$ cat config.mk
export PLATFORM = sky130hd
export DESIGN_NAME = sfe_alu
export DESIGN_NICKNAME = d
export VERILOG_FILES = /design/src/rtl/stereo_feedback_echo_assert.svh /design/src/rtl/sfe_pkg.sv /design/src/rtl/sfe_alu.sv
export SDC_FILE = /design/constraint.sdc
export NUM_CORES = 1
export LEC_CHECK = 0
export BUFFER_PORTS_ARGS = -buffer_cell sky130_fd_sc_hd__buf_4
export CORE_AREA = 5 5 161 163
export DETAILED_ROUTE_END_ITERATION = 12
export DIE_AREA = 0 0 166 168
export MAX_ROUTING_LAYER = met4
export PLACE_DENSITY = 0.84
export REMOVE_ABC_BUFFERS = 1
export SYNTH_ARGS = -nofsm -noshare
export SYNTH_HDL_FRONTEND = slang
export SYNTH_SLANG_ARGS = --single-unit
$ cat constraint.sdc
create_clock -name vclk -period 8
set_input_delay 0.8 -clock vclk [all_inputs]
set_output_delay 0.8 -clock vclk [all_outputs]
set_load 0.01 [all_outputs]
$ cat src/rtl/stereo_feedback_echo_assert.svh
// ---------------------------------------------------------------------------
// Stereo feedback echo assertion macros
// Concurrent assertion shorthands clocked on clk and disabled in reset.
// ---------------------------------------------------------------------------
`ifndef STEREO_FEEDBACK_ECHO_ASSERT_SVH
`define STEREO_FEEDBACK_ECHO_ASSERT_SVH

// The consequent must hold in the same cycle as the antecedent.
`define SFE_ASSERT_IMP(lbl, ante, cons, msg) \
    lbl: assert property (@(posedge clk) disable iff (!rst_n) (ante) |-> (cons)) \
        else $error(msg);

// The consequent must hold in the cycle after the antecedent.
`define SFE_ASSERT_NEXT(lbl, ante, cons, msg) \
    lbl: assert property (@(posedge clk) disable iff (!rst_n) (ante) |=> (cons)) \
        else $error(msg);

// The condition must never be true.
`define SFE_ASSERT_NEVER(lbl, cond, msg) \
    lbl: assert property (@(posedge clk) disable iff (!rst_n) !(cond)) \
        else $error(msg);

`endif

$ cat src/rtl/sfe_pkg.sv
// ---------------------------------------------------------------------------
// Stereo feedback echo package
// Field widths, register codes and reset values, and the sequencer types.
// ---------------------------------------------------------------------------
package sfe_pkg;

    // Field and datapath widths.
    localparam int SAMPLE_W   = 16;
    localparam int DELAY_W    = 14;
    localparam int COEF_W     = 15;
    localparam int ACC_W      = 32;
    localparam int HALF_SHIFT = 16;

    // Register reset values.
    localparam logic [DELAY_W-1:0] DELAY_RST = 14'd9600;
    localparam logic [COEF_W-1:0]  ALPHA_RST = 15'd19661;
    localparam logic [COEF_W-1:0]  BETA_RST  = 15'd19661;
    localparam logic [COEF_W-1:0]  NORM_RST  = 15'd16384;

    // Configuration register indexes.
    typedef enum logic [1:0] {
        CFG_DELAY = 2'd0,
        CFG_ALPHA = 2'd1,
        CFG_BETA  = 2'd2,
        CFG_NORM  = 2'd3
    } cfg_idx_t;

    // Sequencer states.
    typedef enum logic [2:0] {
        S_IDLE,
        S_ADDR,
        S_ECHO,
        S_FEED,
        S_WRITE,
        S_OUT
    } state_t;

    // Operand selection for the shared multiplier.
    typedef enum logic [1:0] {
        MUL_X,
        MUL_S,
        MUL_B
    } mul_sel_t;

    // Operand selection for the shared saturating adder.
    typedef enum logic {
        ADD_Y,
        ADD_D
    } add_sel_t;

    // Strobes from the sequencer to the datapath.
    typedef struct packed {
        logic     rd_en;
        logic     ld_x;
        logic     ld_s;
        logic     ld_feed;
        logic     commit;
        logic     ld_out;
        mul_sel_t mul_sel;
        add_sel_t add_sel;
    } ctrl_t;

endpackage

$ cat src/rtl/sfe_alu.sv
// ---------------------------------------------------------------------------
// Stereo feedback echo arithmetic unit
// Shared Q15 doubling multiplier with saturation and a saturating adder.
// ---------------------------------------------------------------------------
module sfe_alu (
    input  logic signed [sfe_pkg::SAMPLE_W-1:0] mul_a,
    input  logic signed [sfe_pkg::SAMPLE_W-1:0] mul_b,
    output logic signed [sfe_pkg::ACC_W-1:0]    mul_q,
    input  logic signed [sfe_pkg::ACC_W-1:0]    add_a,
    input  logic signed [sfe_pkg::ACC_W-1:0]    add_b,
    output logic signed [sfe_pkg::ACC_W-1:0]    add_q
);

    localparam logic [sfe_pkg::ACC_W-1:0] POS_MAX = {1'b0, {(sfe_pkg::ACC_W-1){1'b1}}};
    localparam logic [sfe_pkg::ACC_W-1:0] NEG_MAX = {1'b1, {(sfe_pkg::ACC_W-1){1'b0}}};
    // The only product whose double overflows: minus one times minus one.
    localparam logic [sfe_pkg::ACC_W-1:0] PROD_OVF = {2'b01, {(sfe_pkg::ACC_W-2){1'b0}}};

    logic signed [sfe_pkg::ACC_W-1:0] prod;
    logic        [sfe_pkg::ACC_W:0]   sum;

    // Signed product, doubled, with the single overflow case clamped.
    always_comb
    begin
        prod = mul_a * mul_b;
        if (prod == PROD_OVF)
        begin
            mul_q = POS_MAX;
        end
        else
        begin
            mul_q = prod <<< 1;
        end
    end

    // Sum with one guard bit, saturated to the accumulator range.
    always_comb
    begin
        sum = {add_a[sfe_pkg::ACC_W-1], add_a} + {add_b[sfe_pkg::ACC_W-1], add_b};
        if (sum[sfe_pkg::ACC_W] != sum[sfe_pkg::ACC_W-1])
        begin
            add_q = sum[sfe_pkg::ACC_W] ? NEG_MAX : POS_MAX;
        end
        else
        begin
            add_q = sum[sfe_pkg::ACC_W-1:0];
        end
    end

endmodule

## Word level (Yosys, flattened, before mapping)

Index checks and enable logic that the tools add are counted.

- Add/subtract/negate cells: 1
- Multiply operators: 1
- Equality and inequality tests: 2
- Multiplexer cells: 3

Operators by type and width:

| operator | number |
|---|---|
| $mux 32 | 3 |
| $add 32x32->33 | 1 |
| $eq 32x31->1 const B | 1 |
| $mul 16x16->32 | 1 |
| $ne 1x1->1 | 1 |

- Bits in registers: 0
- Input port bits: 96
- Logic and storage cells: 7

## Depth between registers and ports, before layout

- Word-level depth: 3
- Depth in mapped cells: 27
- Gate-level depth less buffers: 24

## Worst setup path after synthesis

No wires, ideal clock.

- Path kind: input-to-output
- From: in mul_a[15] (netlist name)
- To: out mul_q[19] (netlist name)
- Arrival time: 7.322 ns
- Required time: 7.200 ns
- Path slack: -0.122 ns
- Stages on the path: 24
- Path buffers: 3
- Cells stage by stage: clkbuf_1 > nand2_1 > fa_1 > inv_1 > fa_1 > inv_1 > fa_1 > inv_1 > fa_1 > inv_1 > fa_1 > fa_1 > xnor2_1 > xnor2_1 > xnor3_2 > nor2_1 > or4_4 > nor4_1 > and4_1 > nand4_1 > or3_4 > buf_6 > buf_6 > nand2_1

- Word-level cells in the longest chain between the ends: 3

RTL lines:

| element | RTL line | text |
|---|---|---|
| from (decl) | sfe_alu.sv:6 | `input logic signed [sfe_pkg::SAMPLE_W-1:0] mul_a,` |
| $mul 16x16->32 (*) | sfe_alu.sv:25 | `prod = mul_a * mul_b;` |
| $eq 32x31->1 | sfe_alu.sv:26 | `if (prod == PROD_OVF)` |
| $mux 32 (*) | sfe_alu.sv:26 |  |
| to (decl) | sfe_alu.sv:8 | `output logic signed [sfe_pkg::ACC_W-1:0] mul_q,` |

Every way passes the cells marked *; elsewhere a longest branch is shown, timed or not.

## Worst setup path in the final report

- From: in mul_a[8] (netlist name)
- To: out mul_q[4] (netlist name)

- Word-level cells in the longest chain between the ends: 3

RTL lines:

| element | RTL line |
|---|---|
| $mul 16x16->32 | sfe_alu.sv:25 |
| $eq 32x31->1 | sfe_alu.sv:26 |
| $mux 32 | sfe_alu.sv:26 |

No other way between the ends.

==> results.json <==
{
  "worstSetupPathType": "in -> out",
  "crit_slowest_cell": "fa_1",
  "finalNetCount": 2109,
  "rows": 57,
  "setup_viol": 23,
  "drive_gt1_share_pct": 24.8,
  "grt_start_max_net_pins": 28,
  "stdcell_count": 1958,
  "hold_path_class": "in -> out",
  "grt_setup_unrepaired": "yes",
  "whs_endpoint": "add_q[0]",
  "cp_common_cell": "fa_1",
  "wl_per_cell_um": 18.2,
  "cp_top_family": "adder cells",
  "grt.overflow.total": 0,
  "layout_commonest_cell": "fa_1",
  "start_util_pct": 49.6,
  "first_pass_iters": 6,
  "io_pins": 160,
  "yosys_warnings": 0,
  "maxCapViolCount": 0,
  "ys_seq_area_share_pct": 0,
  "synthCells": 1389,
  "ant_nets": 0,
  "yosys.area_share.adder_pct": 55.8,
  "place_ws_ns": -0.240,
  "finalHoldViolations": 0,
  "period_minus_slack_ns": 8.08,
  "postLayoutCellArea_um2": 15300,
  "worstPathRequired_ns": 7.20,
  "worstPathCellList": "buf_6, buf_6, buf_6, buf_6, and2_1, fa_1, fa_1, fa_1, fa_1, fa_1, fa_1, ha_4, buf_4, nand2_1, o21ai_1, nand3_1, a21oi_4, a2111oi_4, nor3_2, mux2i_2, nand3_2, or3_4, nand2b_1, buf_4",
  "first_iter_violations": 749,
  "synthMuxAreaShare_pct": 0.334,
  "core_um2": 24200,
  "hp-start": "add_b[0]",
  "maxSlewViolCount": 0,
  "arrival_ns": 7.28,
  "start_kind": "input port",
  "violations": "setup timing",
  "final_cell_mix": "257 x fa_1, 247 x buf_4, 236 x inv_1, 138 x nand2_1, 129 x and2_1",
  "vias": 10945,
  "placed_cell_area_um2": 14300,
  "cts-hold-fix-buffers": 0,
  "grt_pass1_vias": 11856,
  "antenna_found_initial": 0,
  "yosysTopAreaCell": "fa_1",
  "nFlopsAndLatches": 0,
  "clock.fmax_mhz": 124,
  "netlist.area_leader.share_pct": 43.9,
  "final_core_util_pct": 63.3,
  "worst_setup_path_end_kind": "primary output",
  "critPathBufInv": 6,
  "whs_path_depth": 5,
  "syn_avg_cell_area_um2": 8.64,
  "diodes": 0,
  "register_area_um2": 0,
  "crit_fanout": 7,
  "synth.area.top_cells": "fa_1 44%, ha_1 12%, inv_1 7.5%",
  "worst_pin_slew_ns": 0.650,
  "synth.distinct_cells": 64,
  "place_congestion": 0.925,
  "die_w_um": 166,
  "io_buffers": 160,
  "grt_pass1_wl_um": 58200,
  "setup_ws_ns": -0.0810,
  "dp_hpwl_um": 29200,
  "synth_compound_area_share_pct": 11.7,
  "die_h_um": 168,
  "critPathMaxStageDelay_ns": 0.58,
  "dp.cells": 1937,
  "synth_top_family_by_area": "adder cells",
  "drc": 0,
  "wirelength_um": 35700,
  "track_usage_pct": 25.5,
  "syn-cell-area_um2": 12000,
  "vias_per_cell": 5.59,
  "outcome": "finished with violations",
  "area_delta_synth_final_pct": 27.5,
  "finalCritPeriodShare_pct": 101,
  "slew_headroom_pct": 55.5,
  "synth_xor_area_share_pct": 4.43,
  "nClkBuffers": 0,
  "dieArea_um2": 27900,
  "yosys.area_share.simple_pct": 18.5
}
==> tightest hold or removal path, delay by kind of cell <==
family / cells / cell delay (ns)
compound gates: 1 / 0.12
buf+inv: 3 / 0.24
fa+ha+maj: 1 / 0.11
==> final cells by class <==
class,count,area (um2)
Fill cell,1957,8880
Tap cell,324,405
Multi-Input combinational cell,1100,11500
Inverter,240,905
Timing Repair Buffer,294,2450
==> through the flow <==
stage          hold WS (ns)  setup TNS, ns
6_report               2.07         -0.882
5_1_grt                2.10          -7.22
4_1_cts                2.07              0
3_5_place_dp           2.07          -5.46
3_3_place_gp           2.05          -3.09
2_1_floorplan          1.73              0
==> logic make-up after synthesis <==
| logic type | after synthesis |
|---|---|
| fa+ha+maj | 377 |
| buf+inv | 292 |
| compound gates | 220 |
| simple gates | 437 |
| mux | 4 |
| xor+xnor | 59 |
==> metal layers <==
metal  up-vias  global-route usage (%)  routed length, um
li1       4907                       -                  -
met1      5555                    31.0              13900
met2       397                    44.6              18900
met3        86                    3.49               1880
met4         0                    7.42               1050
met5         -                       -                  0
==> Yosys cell counts (11+ instances only) <==
cell type / instances
nor2_1: 46
nor3_1: 12
a21oi_1: 88
ha_1: 114
nand2b_1: 22
a21o_1: 33
o21ai_0: 32
fa_1: 263
clkbuf_1: 43
nand3_1: 14
inv_1: 240
nand2_1: 163
xnor2_1: 32
and2_1: 136
xor2_1: 26
and3_1: 11
==> how the worst max path moves through the flow <==
stage                    from        end  slack (ns)  cells past startpoint
finish               mul_a[8]   mul_q[4]       -0.08                     24
global route        mul_a[10]   mul_q[4]       -0.29                     24
CTS                  mul_b[5]  mul_q[16]      0.0001                     25
detailed placement  mul_a[15]  mul_q[11]       -0.24                     25
global placement    mul_a[15]  mul_q[11]       -0.14                     25
floorplan            mul_b[2]  mul_q[11]        0.15                     22
==> repair_timing <==
item,in CTS,in global routing
cloned,3,0
resized for setup,39,143
pin swaps,29,75
endpoints found under the setup margin,31,32
buffers inserted,4,15
Power is left out: the tool's default activity adds up to more than one toggle a clock period on the data nets, which glitch-free logic cannot reach.
