$ cat config.mk
export PLATFORM = sky130hd
export DESIGN_NAME = sfe_ctrl
export DESIGN_NICKNAME = d
export VERILOG_FILES = /design/src/rtl/stereo_feedback_echo_assert.svh /design/src/rtl/sfe_pkg.sv /design/src/rtl/sfe_ctrl.sv
export SDC_FILE = /design/constraint.sdc
export NUM_CORES = 1
export LEC_CHECK = 0
export ABC_AREA = 1
export BUFFER_PORTS_ARGS = -buffer_cell sky130_fd_sc_hd__buf_2
export CORE_AREA = 2 2 39 41
export CTS_CLUSTER_SIZE = 28
export DETAILED_ROUTE_END_ITERATION = 12
export DIE_AREA = 0 0 41 43
export SYNTH_ARGS = -nofsm -noshare
export SYNTH_HDL_FRONTEND = slang
export SYNTH_SLANG_ARGS = --single-unit
$ cat constraint.sdc
create_clock -name clk -period 1.68 [get_ports clk]
set_input_delay 0.084 -clock clk [delete_from_list [all_inputs] [get_ports clk]]
set_output_delay 0.084 -clock clk [all_outputs]
set_load 0.01 [all_outputs]
$ cat src/rtl/stereo_feedback_echo_assert.svh
// ---------------------------------------------------------------------------
// Stereo feedback echo assertion macros
// Concurrent assertion shorthands clocked on clk and disabled in reset.
// ---------------------------------------------------------------------------
`ifndef STEREO_FEEDBACK_ECHO_ASSERT_SVH
`define STEREO_FEEDBACK_ECHO_ASSERT_SVH

// The consequent must hold in the same cycle as the antecedent.
`define SFE_ASSERT_IMP(lbl, ante, cons, msg) \
    lbl: assert property (@(posedge clk) disable iff (!rst_n) (ante) |-> (cons)) \
        else $error(msg);

// The consequent must hold in the cycle after the antecedent.
`define SFE_ASSERT_NEXT(lbl, ante, cons, msg) \
    lbl: assert property (@(posedge clk) disable iff (!rst_n) (ante) |=> (cons)) \
        else $error(msg);

// The condition must never be true.
`define SFE_ASSERT_NEVER(lbl, cond, msg) \
    lbl: assert property (@(posedge clk) disable iff (!rst_n) !(cond)) \
        else $error(msg);

`endif

$ cat src/rtl/sfe_pkg.sv
// ---------------------------------------------------------------------------
// Stereo feedback echo package
// Field widths, register codes and reset values, and the sequencer types.
// ---------------------------------------------------------------------------
package sfe_pkg;

    // Field and datapath widths.
    localparam int SAMPLE_W   = 16;
    localparam int DELAY_W    = 14;
    localparam int COEF_W     = 15;
    localparam int ACC_W      = 32;
    localparam int HALF_SHIFT = 16;

    // Register reset values.
    localparam logic [DELAY_W-1:0] DELAY_RST = 14'd9600;
    localparam logic [COEF_W-1:0]  ALPHA_RST = 15'd19661;
    localparam logic [COEF_W-1:0]  BETA_RST  = 15'd19661;
    localparam logic [COEF_W-1:0]  NORM_RST  = 15'd16384;

    // Configuration register indexes.
    typedef enum logic [1:0] {
        CFG_DELAY = 2'd0,
        CFG_ALPHA = 2'd1,
        CFG_BETA  = 2'd2,
        CFG_NORM  = 2'd3
    } cfg_idx_t;

    // Sequencer states.
    typedef enum logic [2:0] {
        S_IDLE,
        S_ADDR,
        S_ECHO,
        S_FEED,
        S_WRITE,
        S_OUT
    } state_t;

    // Operand selection for the shared multiplier.
    typedef enum logic [1:0] {
        MUL_X,
        MUL_S,
        MUL_B
    } mul_sel_t;

    // Operand selection for the shared saturating adder.
    typedef enum logic {
        ADD_Y,
        ADD_D
    } add_sel_t;

    // Strobes from the sequencer to the datapath.
    typedef struct packed {
        logic     rd_en;
        logic     ld_x;
        logic     ld_s;
        logic     ld_feed;
        logic     commit;
        logic     ld_out;
        mul_sel_t mul_sel;
        add_sel_t add_sel;
    } ctrl_t;

endpackage

$ cat src/rtl/sfe_ctrl.sv
// ---------------------------------------------------------------------------
// Stereo feedback echo sequencer
// Steps one item through read, three products, two sums and write-back.
// ---------------------------------------------------------------------------
module sfe_ctrl (
    input  logic           clk,
    input  logic           rst_n,
    input  logic           in_valid,
    input  logic           out_busy,
    output logic           in_stall,
    output sfe_pkg::ctrl_t ctrl
);

    sfe_pkg::state_t state_reg;
    sfe_pkg::state_t state_next;

    // State register.
    always_ff @(posedge clk or negedge rst_n)
    begin
        if (!rst_n)
        begin
            state_reg <= sfe_pkg::S_IDLE;
        end
        else
        begin
            state_reg <= state_next;
        end
    end

    // Next state.
    always_comb
    begin
        state_next = state_reg;
        case (state_reg)
            sfe_pkg::S_IDLE:
            begin
                if (in_valid)
                begin
                    state_next = sfe_pkg::S_ADDR;
                end
            end
            sfe_pkg::S_ADDR:  state_next = sfe_pkg::S_ECHO;
            sfe_pkg::S_ECHO:  state_next = sfe_pkg::S_FEED;
            sfe_pkg::S_FEED:  state_next = sfe_pkg::S_WRITE;
            sfe_pkg::S_WRITE: state_next = out_busy ? sfe_pkg::S_OUT : sfe_pkg::S_IDLE;
            sfe_pkg::S_OUT:
            begin
                if (!out_busy)
                begin
                    state_next = sfe_pkg::S_IDLE;
                end
            end
            default: state_next = sfe_pkg::S_IDLE;
        endcase
    end

    // Strobes for the datapath.
    always_comb
    begin
        ctrl         = '0;
        ctrl.mul_sel = sfe_pkg::MUL_X;
        ctrl.add_sel = sfe_pkg::ADD_Y;
        in_stall     = 1'b1;
        case (state_reg)
            sfe_pkg::S_IDLE:
            begin
                in_stall = 1'b0;
            end
            sfe_pkg::S_ADDR:
            begin
                ctrl.rd_en   = 1'b1;
                ctrl.ld_x    = 1'b1;
                ctrl.mul_sel = sfe_pkg::MUL_X;
            end
            sfe_pkg::S_ECHO:
            begin
                ctrl.ld_s    = 1'b1;
                ctrl.mul_sel = sfe_pkg::MUL_S;
            end
            sfe_pkg::S_FEED:
            begin
                ctrl.ld_feed = 1'b1;
                ctrl.mul_sel = sfe_pkg::MUL_B;
                ctrl.add_sel = sfe_pkg::ADD_Y;
            end
            sfe_pkg::S_WRITE:
            begin
                ctrl.commit  = 1'b1;
                ctrl.add_sel = sfe_pkg::ADD_D;
                ctrl.ld_out  = !out_busy;
            end
            sfe_pkg::S_OUT:
            begin
                ctrl.ld_out = !out_busy;
            end
            default:
            begin
                in_stall = 1'b1;
            end
        endcase
    end

endmodule

Word-level counts from Yosys, hierarchy flattened
Index checks and enable logic that the tools add are counted.
- register bits after elaboration: 3
- output and inout bits: 10
- equality and inequality tests: 7
- mux-type cells: 11
- reductions and logical operators: 4
- operators by type and width (operator ; number):
    case mux 3 bit (6 select lines) ; 1
    two-way mux 3 bit ; 3
    equality test 3 x 2 -> 1 bit, second input constant ; 2
    equality test 3 bit, second input constant ; 2
    two-way mux 1 bit ; 5
    != test 2 bit, second input constant ; 2
    case mux 2 bit (2 select lines) ; 1
    equality test 3 x 1 -> 1 bit, second input constant ; 1
    zero test 3 bit ; 1
    two-way mux 2 bit ; 1
    AND reduction 2 bit ; 1
    OR reduction 2 bit ; 1
    zero test 1 bit ; 1

Longest topological paths before layout
- word-level depth: 3
- gate-level depth with buffers: 4
- depth with buffers taken out: 4

Worst setup path before layout
OpenSTA, ideal clock, no wires.
- path type: reg2out
- start point: reg state_reg[1]
- end point: out ctrl[4] (netlist name)
- data arrival time: 0.988 ns
- required time: 1.596 ns
- path slack: 0.608 ns
- stages on the path, launching flop included: 5
- cells stage by stage: dfrtp_1 > inv_1 > nand2_2 > nor2_1 > buf_4
- RTL lines (what ; line ; RTL):
    from (decl) ; sfe_ctrl.sv:14 ; sfe_pkg::state_t state_reg;
    from (signal assigned) ; sfe_ctrl.sv:22 ; state_reg <= sfe_pkg::S_IDLE;
    from (signal assigned) ; sfe_ctrl.sv:26 ; state_reg <= state_next;
    to (decl) ; sfe_ctrl.sv:11 ; output sfe_pkg::ctrl_t ctrl

==> impl_metrics.ini <==
[outcome]
status = complete, no violations

[logic_synthesis]
synth_common_cells = nor2_1, inv_1, buf_4, dfrtp_1
synth_edf_count = 0
avgSynthCellArea_um2 = 7.418
synth.area.top_cells = dfrtp_1, buf_4, nor2_1
synth_cells = 28
yosys.area.top_type = dfrtp_1
synth-seq-area-share_pct = 36.14
synth_most_common_cell = nor2_1
ys_async_sr_fraction_pct = 100.0
yosys_warnings = 0
yosysUniqueCellTypes = 13
synth_top_flop_cell = dfrtp_1
synth_fp_nets = 32
synth_top_area_share_pct = 36.14
synthesis.area_um2 = 207.7
ys_seq_elements = 3

[floorplanning]
core_area_mm2 = 0.001384
dieArea_mm2 = 0.001763
rows = 14
fp.dieW_um = 41
die_y_um = 43
ios = 14
start_util_pct = 15.01

[grt]
grt_pass1_vias = 197
grt.overflow.total = 0
grt_antenna_before_repair = 0
grt_max_degree = 7
grt_pass1_wl_um = 710
track_usage_pct = 6.841

[detailed_routing]
wl_met1_um = 195
wirelength_um = 456
via_count = 219
postRouteAntennaNets = 0
met3WireLength_um = 38
met2_length_um = 190
drc = 0
maxUsedRoutingLayer = met4
drt_first_iter_violations = 4
wl_per_cell_um = 7.729
drt-pass1-iter-count = 3
via_per_inst = 3.712

[worst_setup_path]
cp_slowest_cell = dfrtp_1
r2r_setup_slack_ns = 0.79
worstSetupPathType = reg2out
cp_slowest_stage_delay_ns = 0.42
cpLargestDelayFamily = flip-flops
cp.required_ns = 1.60
worstPathArrival_ns = 1.17
cp-end-kind = primary output
cp_cell_sequence = inv_1 > nand2_2 > nor2_1 > buf_2
cp_max_fo = 6
startpoint_type = flop
critPathBufInv = 2

[power_and_ir_drop]
p_sw_share_pct = 45.49
power.density_mw_per_mm2 = 1919
max-vdd-ir-drop_v = 0.0005043
p_seq_share_pct = 24.8
p_clk_share_pct = 21.2
netSwitchingPower_mw = 0.2676
p_leak_nw = 0.1783
internal_power_mw = 0.3207
combinationalPowerShare_pct = 54.0

[place]
hpwl_um = 371.7
post-place-cells = 54
gp_congestion = 0.7686
numPortBuffers = 13

[cts]
cts-root-buf = clkbuf_4
cts_buffers = 3
cts_buffer_depth = 2
clock_latency_ns = 0.23
cts_setup_buffers = 0
cts_tree = yes
clock-sinks = 3
cts_htree_levels = 1
cts_resized = 0
hold_buffers = 1
clk_pin_slew_worst_paths_ns = 0.03

[timing]
hold-worst-slack_ns = 0.1192
max_slew.worst_pin.slew_ns = 0.1743
setup_viol = 0
min_period_ns = 1.252
fmax_mhz = 798.8
timing.final.crit_share_pct = 74.52
finalHoldViolations = 0
fin_worst_skew_ns = 0.00005083
slew_headroom_pct = 88.38
drv_slew = 0
rsz0062_at_grt = no
setup-tns-final_ns = 0

[finish]
layout-drive-gt1-share_pct = 51.16
layout.cells.non_filler = 59
fin_nets = 48
antennaDiodeCount = 0
largest_reg_flops = 3
syn_to_final_growth_pct = 47.59

[worst_hold_path]
worstHoldPathType = in2reg

[flow_run]
maxCapViolCount = 0
[per-stage QoR]
stage | total power [mW] | setup slack [ns] | util [%] | area [um2]
2_1_floorplan | 0.3873 | 0.6077 | - | 207.7
3_3_place_gp | 0.4664 | 0.6900 | 19.53 | 270.3
3_5_place_dp | 0.4677 | 0.6556 | 19.53 | 270.3
4_1_cts | 0.6029 | 0.4023 | 22.15 | 306.5
5_1_grt | 0.6392 | 0.3210 | 22.15 | 306.5
6_report | 0.5883 | 0.4281 | 22.15 | 306.5
[placed cells by master (no fill, tap or decap), types with 2 or more instances in the layout]
master    count
o21ai_1       2
nor2_1        6
clkbuf_4      3
nand2_1       2
buf_2        13
nand2_2       2
inv_1         4
dfrtp_1       3
[routing by layer]
layer	vias up	GRT usage, %
li1	115	-
met1	91	7.443
met5	-	0
met4	0	12.00
met3	4	1.571
met2	9	7.500
[layout make-up]
class / instances / area [um2]
clock buffer: 4 / 26.28
inverter: 5 / 18.77
sequential: 3 / 75.07
multi-input combinational: 17 / 91.34
tap: 16 / 20.02
timing repair buffer: 14 / 75.07
fill: 171 / 1077
[cell families (layout without fill, tap and decap cells)]
family | Yosys count | count (layout) | synth area share (%)
and+or+nand+nor | 13 | 13 | 28.92
DFF | 3 | 3 | 36.14
buffers and inverters | 8 | 23 | 19.87
AOI/OAI and AO/OA | 4 | 4 | 15.06
[worst min-delay path: cells and delay by family]
| family | cells | cell delay [ns] |
|---|---|---|
| simple gates | 1 | 0.03 |
| compound gates | 1 | 0.11 |
| buf+inv | 1 | 0.08 |
[power by group through the flow]
| stage | sequential (mW) | clock (mW) | combinational (mW) |
|---|---|---|---|
| 2_1_floorplan | 0.139 | 0 | 0.249 |
| 3_3_place_gp | 0.145 | 0 | 0.321 |
| 3_5_place_dp | 0.146 | 0 | 0.322 |
| 4_1_cts | 0.145 | 0.133 | 0.325 |
| 5_1_grt | 0.153 | 0.135 | 0.352 |
| 6_report | 0.146 | 0.124 | 0.318 |
[path summary, 6_finish.rpt]
path | startpoint | to | depth (start not counted)
min in group asynchronous | rst_n | state_reg[2] | 2
setup reg to reg | state_reg[1] | state_reg[0] | 4
hold / removal | in_valid | state_reg[0] | 3
hold reg to reg | state_reg[1] | state_reg[1] | 1
setup / recovery | state_reg[1] | ctrl[4] | 4
max in group asynchronous | rst_n | state_reg[1] | 2
(Power assumes the default switching activity.)
